<file path="config.mk">
export PLATFORM = sky130hd
export DESIGN_NAME = orf_finder_three_frame_top_flat
export DESIGN_NICKNAME = d
export VERILOG_FILES = /design/src/design/orf_pkg.sv /design/src/design/orf_in_if.sv /design/src/design/orf_out_if.sv /design/src/design/orf_finder_three_frame_top.sv /design/src/flat_wrapper.sv
export SDC_FILE = /design/constraint.sdc
export NUM_CORES = 2
export LEC_CHECK = 0
export BUFFER_PORTS_ARGS = -buffer_cell sky130_fd_sc_hd__buf_4
export CAP_MARGIN = 10
export CORE_MARGIN = 3
export CORE_UTILIZATION = 50
export DETAILED_ROUTE_END_ITERATION = 6
export PLACE_DENSITY_LB_ADDON = 0.2
export SLEW_MARGIN = 5
export SYNTH_ARGS = -nofsm -noshare
export SYNTH_HDL_FRONTEND = slang
export SYNTH_SLANG_ARGS = --single-unit
export TNS_END_PERCENT = 5
</file>
<file path="constraint.sdc">
create_clock -name i_clk -period 16.7 [get_ports i_clk]
set_clock_uncertainty 0.15 [all_clocks]
set_input_delay 0.835 -clock i_clk [delete_from_list [all_inputs] [get_ports i_clk]]
set_output_delay 0.835 -clock i_clk [all_outputs]
set_load 0.005 [all_outputs]
</file>
<file path="src/design/orf_pkg.sv">
// ============================================================================
// orf_pkg
// Shared widths, register indexes and state codes for the three-frame open
// reading frame finder.
// ============================================================================
package orf_pkg;

    localparam int NUM_FRAMES = 3;
    localparam int FRAME_W    = 2;
    localparam int AMINO_W    = 8;
    localparam int POS_W      = 32;
    localparam int CFG_IDX_W  = 2;
    localparam int CFG_DATA_W = 8;

    localparam logic [AMINO_W-1:0] START_CODE_RST = 8'd77;
    localparam logic [AMINO_W-1:0] STOP_CODE_RST  = 8'd42;

    typedef enum logic [CFG_IDX_W-1:0] {
        CFG_ALL_STARTS = 2'd0,
        CFG_START_CODE = 2'd1,
        CFG_STOP_CODE  = 2'd2
    } t_cfg_reg;

    typedef enum logic [2:0] {
        ST_IDLE = 3'b001,
        ST_READ = 3'b010,
        ST_LOAD = 3'b100
    } t_state;

endpackage

</file>
<file path="src/design/orf_in_if.sv">
// ============================================================================
// orf_in_if
// Input channel: one translated amino code with its frame and codon position.
// ============================================================================
interface orf_in_if;
    logic                        valid;
    logic                        ready;
    logic [orf_pkg::AMINO_W-1:0] amino;
    logic [orf_pkg::FRAME_W-1:0] reading_frame;
    logic [orf_pkg::POS_W-1:0]   codon_position;

    modport source (output valid, amino, reading_frame, codon_position, input ready);
    modport sink   (input valid, amino, reading_frame, codon_position, output ready);
endinterface

</file>
<file path="src/design/orf_out_if.sv">
// ============================================================================
// orf_out_if
// Output channel: one reported open reading frame.
// ============================================================================
interface orf_out_if;
    logic                        valid;
    logic                        ready;
    logic [orf_pkg::POS_W-1:0]   orf_begin;
    logic [orf_pkg::POS_W-1:0]   orf_finish;
    logic [orf_pkg::FRAME_W-1:0] rpt_frame;
    logic                        last_of_run;
    logic                        overflow_seen;

    modport source (output valid, orf_begin, orf_finish, rpt_frame, last_of_run,
                    overflow_seen, input ready);
    modport sink   (input valid, orf_begin, orf_finish, rpt_frame, last_of_run,
                    overflow_seen, output ready);
endinterface

</file>
<file path="src/design/orf_finder_three_frame_top.sv">
// ============================================================================
// orf_finder_three_frame_top
// Keeps a stack of start coordinates per reading frame in one synchronous
// memory and reports every stacked start when a stop codon closes the frame.
// ============================================================================
//  Channel   Direction  Content
//  i_in      sink       amino, reading_frame, codon_position
//  o_out     source     orf_begin, orf_finish, rpt_frame, last_of_run,
//                       overflow_seen
//  i_cfg_*   write      all-starts mode, start_code, stop_code
//
// A start, an ignored code or a stop in an empty frame leaves i_in open.
// A stop over n stacked starts passes through ST_READ, for the memory read,
// and ST_LOAD, to load the output register, once per start, with i_in closed;
// the stack memory has a single read port. Reset is synchronous and clears
// fill counts and flags; the stack memory is not cleared. A stalled output
// holds the next load and keeps i_in closed until the run is done.
module orf_finder_three_frame_top #(
    parameter int STACK_DEPTH = 32
) (
    input  logic                           i_clk,
    input  logic                           i_rst_n,
    input  logic                           i_cfg_we,
    input  logic [orf_pkg::CFG_IDX_W-1:0]  i_cfg_index,
    input  logic [orf_pkg::CFG_DATA_W-1:0] i_cfg_data,
    orf_in_if.sink                         i_in,
    orf_out_if.source                      o_out
);

    localparam int CW        = $clog2(STACK_DEPTH + 1);
    localparam int MEM_DEPTH = orf_pkg::NUM_FRAMES * STACK_DEPTH;
    localparam int AW        = $clog2(MEM_DEPTH);

    logic [orf_pkg::POS_W-1:0] r_mem [MEM_DEPTH];

    orf_pkg::t_state r_state;
    orf_pkg::t_state n_state;

    logic [CW-1:0]                  r_cnt [orf_pkg::NUM_FRAMES];
    logic [orf_pkg::NUM_FRAMES-1:0] r_ovf;
    logic                           r_all_starts;
    logic [orf_pkg::AMINO_W-1:0]    r_start_code;
    logic [orf_pkg::AMINO_W-1:0]    r_stop_code;

    logic [orf_pkg::FRAME_W-1:0] r_pop_frame;
    logic [CW-1:0]               r_pop_cnt;
    logic [orf_pkg::POS_W-1:0]   r_finish;
    logic                        r_pop_ovf;
    logic [orf_pkg::POS_W-1:0]   r_rd_data;

    logic                        r_out_valid;
    logic [orf_pkg::POS_W-1:0]   r_out_begin;
    logic [orf_pkg::POS_W-1:0]   r_out_finish;
    logic [orf_pkg::FRAME_W-1:0] r_out_frame;
    logic                        r_out_last;
    logic                        r_out_ovf;

    logic                           w_fire;
    logic [orf_pkg::NUM_FRAMES-1:0] w_sel;
    logic [CW-1:0]                  w_cnt;
    logic                           w_cnt_ovf;
    logic                           w_is_start;
    logic                           w_push;
    logic                           w_drop;
    logic                           w_pop;
    logic [AW-1:0]                  w_wr_addr;
    logic [AW-1:0]                  w_rd_addr;
    logic                           w_out_free;

    assign w_fire = i_in.valid && i_in.ready;

    always_comb begin
        w_sel     = '0;
        w_cnt     = '0;
        w_cnt_ovf = 1'b0;
        case (i_in.reading_frame)
            2'd0: begin
                w_sel     = 3'b001;
                w_cnt     = r_cnt[0];
                w_cnt_ovf = r_ovf[0];
            end
            2'd1: begin
                w_sel     = 3'b010;
                w_cnt     = r_cnt[1];
                w_cnt_ovf = r_ovf[1];
            end
            2'd2: begin
                w_sel     = 3'b100;
                w_cnt     = r_cnt[2];
                w_cnt_ovf = r_ovf[2];
            end
            default: begin
                w_sel     = '0;
                w_cnt     = '0;
                w_cnt_ovf = 1'b0;
            end
        endcase
    end

    assign w_is_start = (i_in.amino == r_start_code) && (r_all_starts || (w_cnt == '0));
    assign w_push = w_fire && (w_sel != '0) && w_is_start && (w_cnt < CW'(STACK_DEPTH));
    assign w_drop = w_fire && (w_sel != '0) && w_is_start && (w_cnt >= CW'(STACK_DEPTH));
    assign w_pop  = w_fire && (w_sel != '0) && !w_is_start
                    && (i_in.amino == r_stop_code) && (w_cnt != '0);

    assign w_wr_addr = AW'(i_in.reading_frame) * AW'(STACK_DEPTH) + AW'(w_cnt);
    assign w_rd_addr = AW'(r_pop_frame) * AW'(STACK_DEPTH) + AW'(r_pop_cnt - CW'(1));

    assign w_out_free = !r_out_valid || o_out.ready;

    always_comb begin
        n_state = r_state;
        case (r_state)
            orf_pkg::ST_IDLE: begin
                if (w_pop) begin
                    n_state = orf_pkg::ST_READ;
                end
            end
            orf_pkg::ST_READ: begin
                n_state = orf_pkg::ST_LOAD;
            end
            orf_pkg::ST_LOAD: begin
                if (w_out_free) begin
                    n_state = (r_pop_cnt == '0) ? orf_pkg::ST_IDLE : orf_pkg::ST_READ;
                end
            end
            default: begin
                n_state = orf_pkg::ST_IDLE;
            end
        endcase
    end

    always_ff @(posedge i_clk) begin
        if (w_push) begin
            r_mem[w_wr_addr] <= i_in.codon_position - orf_pkg::POS_W'(1);
        end
        if (r_state == orf_pkg::ST_READ) begin
            r_rd_data <= r_mem[w_rd_addr];
        end
    end

    always_ff @(posedge i_clk) begin
        if (!i_rst_n) begin
            r_state      <= orf_pkg::ST_IDLE;
            r_ovf        <= '0;
            r_all_starts <= 1'b0;
            r_start_code <= orf_pkg::START_CODE_RST;
            r_stop_code  <= orf_pkg::STOP_CODE_RST;
            r_out_valid  <= 1'b0;
            for (int f = 0; f < orf_pkg::NUM_FRAMES; f++) begin
                r_cnt[f] <= '0;
            end
        end else begin
            r_state <= n_state;
            if (i_cfg_we) begin
                case (i_cfg_index)
                    orf_pkg::CFG_ALL_STARTS: r_all_starts <= i_cfg_data[0];
                    orf_pkg::CFG_START_CODE: r_start_code <= i_cfg_data;
                    orf_pkg::CFG_STOP_CODE:  r_stop_code  <= i_cfg_data;
                    default: begin
                    end
                endcase
            end
            for (int f = 0; f < orf_pkg::NUM_FRAMES; f++) begin
                if (w_sel[f] && w_push) begin
                    r_cnt[f] <= r_cnt[f] + CW'(1);
                end
                if (w_sel[f] && w_pop) begin
                    r_cnt[f] <= '0;
                end
                if (w_sel[f] && w_drop) begin
                    r_ovf[f] <= 1'b1;
                end
                if (w_sel[f] && w_pop) begin
                    r_ovf[f] <= 1'b0;
                end
            end
            if (r_state == orf_pkg::ST_LOAD && w_out_free) begin
                r_out_valid <= 1'b1;
            end else if (o_out.ready) begin
                r_out_valid <= 1'b0;
            end
        end
    end

    always_ff @(posedge i_clk) begin
        if (w_pop) begin
            r_pop_frame <= i_in.reading_frame;
            r_pop_cnt   <= w_cnt;
            r_finish    <= i_in.codon_position - orf_pkg::POS_W'(2);
            r_pop_ovf   <= w_cnt_ovf;
        end else if (r_state == orf_pkg::ST_READ) begin
            r_pop_cnt <= r_pop_cnt - CW'(1);
        end
        if (r_state == orf_pkg::ST_LOAD && w_out_free) begin
            r_out_begin  <= r_rd_data;
            r_out_finish <= r_finish;
            r_out_frame  <= r_pop_frame;
            r_out_last   <= (r_pop_cnt == '0);
            r_out_ovf    <= r_pop_ovf;
        end
    end

    assign i_in.ready          = (r_state == orf_pkg::ST_IDLE);
    assign o_out.valid         = r_out_valid;
    assign o_out.orf_begin     = r_out_begin;
    assign o_out.orf_finish    = r_out_finish;
    assign o_out.rpt_frame     = r_out_frame;
    assign o_out.last_of_run   = r_out_last;
    assign o_out.overflow_seen = r_out_ovf;

endmodule

</file>
<file path="src/flat_wrapper.sv">
// flat-port wrapper written by rule: the top's interface ports become plain ports
module orf_finder_three_frame_top_flat 
#(
    parameter int STACK_DEPTH = 32
)
  (i_clk, i_rst_n, i_cfg_we, i_cfg_index, i_cfg_data, i_in_valid, i_in_amino, i_in_reading_frame, i_in_codon_position, i_in_ready, o_out_valid, o_out_orf_begin, o_out_orf_finish, o_out_rpt_frame, o_out_last_of_run, o_out_overflow_seen, o_out_ready);
  orf_in_if i_in_i ();
  orf_out_if o_out_i ();
  input  logic i_clk;
  input  logic i_rst_n;
  input  logic i_cfg_we;
  input  logic [orf_pkg::CFG_IDX_W-1:0] i_cfg_index;
  input  logic [orf_pkg::CFG_DATA_W-1:0] i_cfg_data;
  input wire logic [$bits(i_in_i.valid)-1:0] i_in_valid;
  input wire logic [$bits(i_in_i.amino)-1:0] i_in_amino;
  input wire logic [$bits(i_in_i.reading_frame)-1:0] i_in_reading_frame;
  input wire logic [$bits(i_in_i.codon_position)-1:0] i_in_codon_position;
  output wire logic [$bits(i_in_i.ready)-1:0] i_in_ready;
  output wire logic [$bits(o_out_i.valid)-1:0] o_out_valid;
  output wire logic [$bits(o_out_i.orf_begin)-1:0] o_out_orf_begin;
  output wire logic [$bits(o_out_i.orf_finish)-1:0] o_out_orf_finish;
  output wire logic [$bits(o_out_i.rpt_frame)-1:0] o_out_rpt_frame;
  output wire logic [$bits(o_out_i.last_of_run)-1:0] o_out_last_of_run;
  output wire logic [$bits(o_out_i.overflow_seen)-1:0] o_out_overflow_seen;
  input wire logic [$bits(o_out_i.ready)-1:0] o_out_ready;
  assign i_in_i.valid = i_in_valid;
  assign i_in_i.amino = i_in_amino;
  assign i_in_i.reading_frame = i_in_reading_frame;
  assign i_in_i.codon_position = i_in_codon_position;
  assign i_in_ready = i_in_i.ready;
  assign o_out_valid = o_out_i.valid;
  assign o_out_orf_begin = o_out_i.orf_begin;
  assign o_out_orf_finish = o_out_i.orf_finish;
  assign o_out_rpt_frame = o_out_i.rpt_frame;
  assign o_out_last_of_run = o_out_i.last_of_run;
  assign o_out_overflow_seen = o_out_i.overflow_seen;
  assign o_out_i.ready = o_out_ready;
  orf_finder_three_frame_top #(.STACK_DEPTH(STACK_DEPTH)) u_core (.i_clk(i_clk), .i_rst_n(i_rst_n), .i_cfg_we(i_cfg_we), .i_cfg_index(i_cfg_index), .i_cfg_data(i_cfg_data), .i_in(i_in_i), .o_out(o_out_i));
endmodule
</file>
Word-level counts from Yosys, hierarchy flattened
Memory sizes are Yosys's and may differ from the RTL's. A register that Yosys moved wholly into a read port is not among the register bits.
Cells that the tools add are included.

storage, ports and cells
  bits in registers = 133
  RAM bits = 3090
  bits of input ports = 57
  logic and storage cells = 124
  memories kept = 2

memory list
  name          depth  width  rd ports  clocked after Yosys merged registers in  write ports  RTL line                          source
  u_core.r_mem  96     32     1         1                                        1            orf_finder_three_frame_top.sv:34  logic [orf_pkg::POS_W-1:0] r_mem [MEM_DEPTH];
  u_core.r_cnt  3      6      3         0                                        3            orf_finder_three_frame_top.sv:39  logic [CW-1:0] r_cnt [orf_pkg::NUM_FRAMES];

cells by class
  add/sub/neg operators = 9
  magnitude comparators = 2
  equal/unequal tests = 11
  mux-type cells = 38
  bitwise gates (word level) = 7
  reductions and logical operators = 38

operators with widths
  cell                   count
  $mux 6                 8
  $sub 32x1->32 const B  1
  $sub 32x2->32 const B  1
  $mux 1                 23
  $logic_and 1x1->1      19
  $add 6x1->6 const B    3
  $pmux 3 s3             2
  $pmux 6 s3             1
  $eq 8x8->1             2
  $logic_not 6->1        2
  $reduce_and 2->1       4
  $add 7x6->7            1
  $add 7x7->7            1
  $sub 6x1->7 const B    1
  $ge 6x6->1 const B     1
  $lt 6x6->1 const B     1
  $mux 3                 2
  $or 1x1->1             6
  $reduce_bool 6->1      1
  $reduce_or 2->1        3
  $sub 6x1->6 const B    1
  $eq 2x1->1 const B     2
  $eq 2x2->1 const B     2
  $logic_not 2->1        2
  12 further kinds       15

Longest topological paths before layout
  depth after elaboration = 14
  gate-level depth with buffers = 17
  gate-level depth less buffers = 11

Worst setup path after synthesis
OpenSTA, ideal clock, no wires.

  path kind = input-to-reg
  start = input port i_in_codon_position[0]
  end = memory u_core.r_mem[0][26] (netlist bit) (data pin)
  setup time = 0.750 ns
  arrival = 6.042 ns
  data required time = 15.800 ns
  path slack = 9.758 ns
  stages = 8
  path buffers = 0
  cells stage by stage = inv_1 > ha_1 > nor3b_1 > nand3_1 > nor2_1 > and2_1 > nand2_1 > xnor2_1

between the ends
  longest elaborated chain between the ends = 1

ends and longest elaborated chain
  item                RTL line                           source
  start: declaration  flat_wrapper.sv:17                 input wire logic [$bits(i_in_i.codon_position)-1:0] i_in_codon_position;
  $sub 32x1->32       orf_finder_three_frame_top.sv:135  r_mem[w_wr_addr] <= i_in.codon_position - orf_pkg::POS_W'(1);
  end: declaration    orf_finder_three_frame_top.sv:34

Every way passes these cells.

Worst setup path in the final report
  start = register u_core.r_pop_cnt[0]
  end = register u_core.r_rd_data[27] (netlist bit) (read register of u_core.r_mem) (data pin)

between the ends
  longest elaborated chain between the ends = 2

ends and longest elaborated chain
  item                      RTL line                           source
  start: declaration        orf_finder_three_frame_top.sv:46   logic [CW-1:0] r_pop_cnt;
  start signal: assignment  orf_finder_three_frame_top.sv:189  r_pop_cnt <= w_cnt;
  start signal: assignment  orf_finder_three_frame_top.sv:193  r_pop_cnt <= r_pop_cnt - CW'(1);
  $sub 6x1->7               orf_finder_three_frame_top.sv:107  assign w_rd_addr = AW'(r_pop_frame) * AW'(STACK_DEPTH) + AW'(r_pop_cnt - CW'(1));
  $add 7x7->7               orf_finder_three_frame_top.sv:107
  end: declaration          orf_finder_three_frame_top.sv:49   logic [orf_pkg::POS_W-1:0] r_rd_data;

Every way passes these cells.
A chain may end at the register's enable or synchronous reset.

==> flow_summary.json <==
{
  "status": "finished clean",
  "gr-usage-all-layers": 0.259,
  "grt_max_degree": 111,
  "drc": 0,
  "dpl.hpwl_um": 169000,
  "vias": 61134,
  "leakagePower_uw": 0.0446,
  "synth_common_cells": "edfxtp_1, mux4_2, nand2_1",
  "cp_cell_sequence": "buf_12 -> ha_1 -> inv_1 -> fa_4 -> buf_12 -> buf_4 -> mux4_2 -> nand2_1 -> and3_1 -> a311oi_1 -> a311oi_2 -> a211oi_1",
  "synth-seq-cells": 3255,
  "ioPinCount": 127,
  "ys_seq_area_frac": 0.776,
  "cts_resized": 0,
  "cp.arrival_ns": 7.14,
  "timing.final.crit_share": 0.397,
  "clkTransAtPathRegs_ns": 0.06,
  "clk_path_buf_depth": 4,
  "synth_edf_count": 3225,
  "holdPathStages": 2,
  "cp.required_ns": 17.20,
  "numCtsBuffers": 339,
  "synth_top_area_frac": 0.771,
  "initial_core_util": 0.504,
  "p_total_uw": 16500,
  "slowest_delay_ns": 1.46,
  "grt-ovfl-total": 0,
  "wire_per_inst_um": 34.7,
  "dpl-instance-area_mm2": 0.132,
  "cp_common_cell": "buf_12",
  "setup_ws_ns": 10.07,
  "p_per_area_mw_per_mm2": 115,
  "worst_slew_pin_slew_ns": 1.28,
  "synth_most_common_cell": "edfxtp_1",
  "yosys_most_used_dff": "edfxtp_1",
  "htreeDepth": 5,
  "relSlewSlack": 0.138,
  "fmax_ghz": 0.151,
  "cap_violations": 0,
  "synthMuxAreaShare": 0.165,
  "yosysTopAreaCell": "edfxtp_1",
  "synth_cell_types": 57,
  "dieArea_mm2": 0.257,
  "synth_top_family_by_area": "multiplexers",
  "crit_type": "reg -> reg",
  "hold_viol": 0,
  "slowest_stage": "fa_4",
  "flow.area_growth_from_synthesis_pct": 13.9,
  "syn_avg_cell_area_um2": 22.6,
  "startpoint_type": "flip-flop",
  "synthAdderAreaFrac": 0.00215,
  "finalSetupTns_ns": 0,
  "reg2regPathDepth": 12,
  "async_reset_ff_frac": 0,
  "grt_pass1_wl_um": 467000,
  "die_x_um": 507,
  "synthTopCellsByArea": "edfxtp_1, mux4_2, nand2_1",
  "rsz0062_at_grt": "false",
  "die_y_um": 507,
  "place_inst": 8937,
  "dr.pass1.iters": 6,
  "port-buffer-count": 126,
  "viasPerCell": 6.40,
  "ir_drop_uv": 116,
  "slew_viol_final": 0,
  "antenna_violating_nets_post_route": 0,
  "layout-drive-gt1-share": 0.300,
  "final_cells": 9545,
  "syn-instance-count": 5561,
  "cp_max_fo": 110,
  "cp-end-kind": "flip-flop",
  "syn-num-nets": 5639,
  "antenna_found_initial": 18,
  "nNetsFinal": 6037,
  "final_area_mm2": 0.143,
  "setup_viol": 0,
  "pre_cts_slack_ns": 9.93,
  "grt_pass1_vias": 61154,
  "insertion_delay_ns": 0.95,
  "row_count": 183,
  "drt_iter0_markers": 8230,
  "post-route-min-period_ns": 6.63,
  "place_congestion": 0.812,
  "yosys.area_share.simple": 0.0260,
  "syn_area_mm2": 0.126,
  "cts_sinks": 3255,
  "routed_wl_um": 331000,
  "synth_compound_area_frac": 0.0125,
  "synth_xor_area_frac": 0.00670,
  "coreArea_mm2": 0.249,
  "yosys_warnings": 0,
  "post_cts_buffers": 0,
  "min_path_type": "in -> reg",
  "cts_tree": "yes",
  "clock-root-buffer": "clkbuf_16"
}
-- area by class of cell --
| cell class | count | area (µm²) |
|---|---|---|
| repair buffers | 358 | 2890 |
| multi-input cells | 1985 | 27900 |
| clock inverters | 154 | 1410 |
| flip-flops and latches | 3255 | 97400 |
| fillers | 18017 | 106000 |
| inverters | 20 | 77.6 |
| well taps | 3330 | 4170 |
| clock buffers | 435 | 9060 |
| diodes | 8 | 20.0 |
-- worst max-delay path, delay by kind of cell (launching register included) --
kind                       cells  cell delay (ns)
DFF                            1             0.44
muxes                          1             0.41
adders and majority gates      2             1.74
and+or+nand+nor                2             0.38
buffers and inverters          4             1.98
AOI/OAI and AO/OA              3             1.05
-- report_power, final --
group / switching (µW) / total, µW / leakage (µW) / internal [µW]
Sequential: 2.59 / 9000 / 0.0292 / 8990
Clock: 2990 / 7220 / 0.00511 / 4230
Combinational: 210 / 255 / 0.0102 / 45.2
-- worst paths after layout --
check | startpoint | to | slack [ns]
min reg2reg | u_core.r_finish[25] | u_core.o_out.orf_finish[25] | 0.26
max reg2reg | u_core.r_pop_cnt[0] | u_core.r_rd_data[27] | 10.07
min | i_in_codon_position[30] | u_core.r_finish[30] | 0.09
max | u_core.r_pop_cnt[0] | u_core.r_rd_data[27] | 10.07
-- routing by layer --
metal,global-route usage,up-vias,share of wire
met5,0,-,0.000036
met4,0.0752,2,0.030
met3,0.0502,484,0.093
met2,0.411,3244,0.48
met1,0.371,33189,0.39
li1,-,24215,-
-- flip-flops by register name, indices dropped and copies added, names as in the netlist, 3 cells and up --
register,count
u_core.r_finish,32
u_core.r_cnt,18
u_core.r_pop_cnt,6
u_core.r_rd_data,32
u_core.r_mem,3072
u_core.r_ovf,3
u_core.o_out.orf_finish,32
u_core.o_out.orf_begin,32
u_core.r_stop_code,8
u_core.r_state,3
u_core.r_start_code,8
-- cells in the final DEF (no fill, tap or decap), types with 37 or more instances in the layout --
master / n
a311oi_1: 61
and3_1: 37
buf_4: 336
clkbuf_1: 84
clkbuf_16: 348
clkinv_1: 70
clkinv_2: 46
edfxtp_1: 3225
mux2i_1: 56
mux4_2: 892
nand2_1: 344
nand3_1: 83
nor2_1: 55
nor2_4: 98
nor2b_1: 38
-- repair_timing --
| action | in CTS | in global routing |
|---|---|---|
| setup endpoints to repair | 0 | 0 |
| hold endpoints to repair | 18 | 0 |
| hold buffers | 9 | 0 |
-- kinds of logic (layout without fill, tap and decap cells) --
kind of cell / count (synthesis) / after routing
AO/OA/AOI/OAI: 181 / 181
XOR/XNOR: 96 / 96
adder cells (fa/ha/maj): 21 / 21
buffers and inverters: 321 / 967
flip-flops: 3255 / 3255
multiplexers: 950 / 950
other: 0 / 8
AND/OR/NAND/NOR: 737 / 737
-- metrics by stage --
step	hold WS [ns]	util
after floorplan	0.250	-
after global placement	0.253	0.531
after detailed placement	0.255	0.531
after global routing	0.0433	0.574
after CTS	0.00883	0.573
final	0.0869	0.574
(Power assumes the default switching activity.)
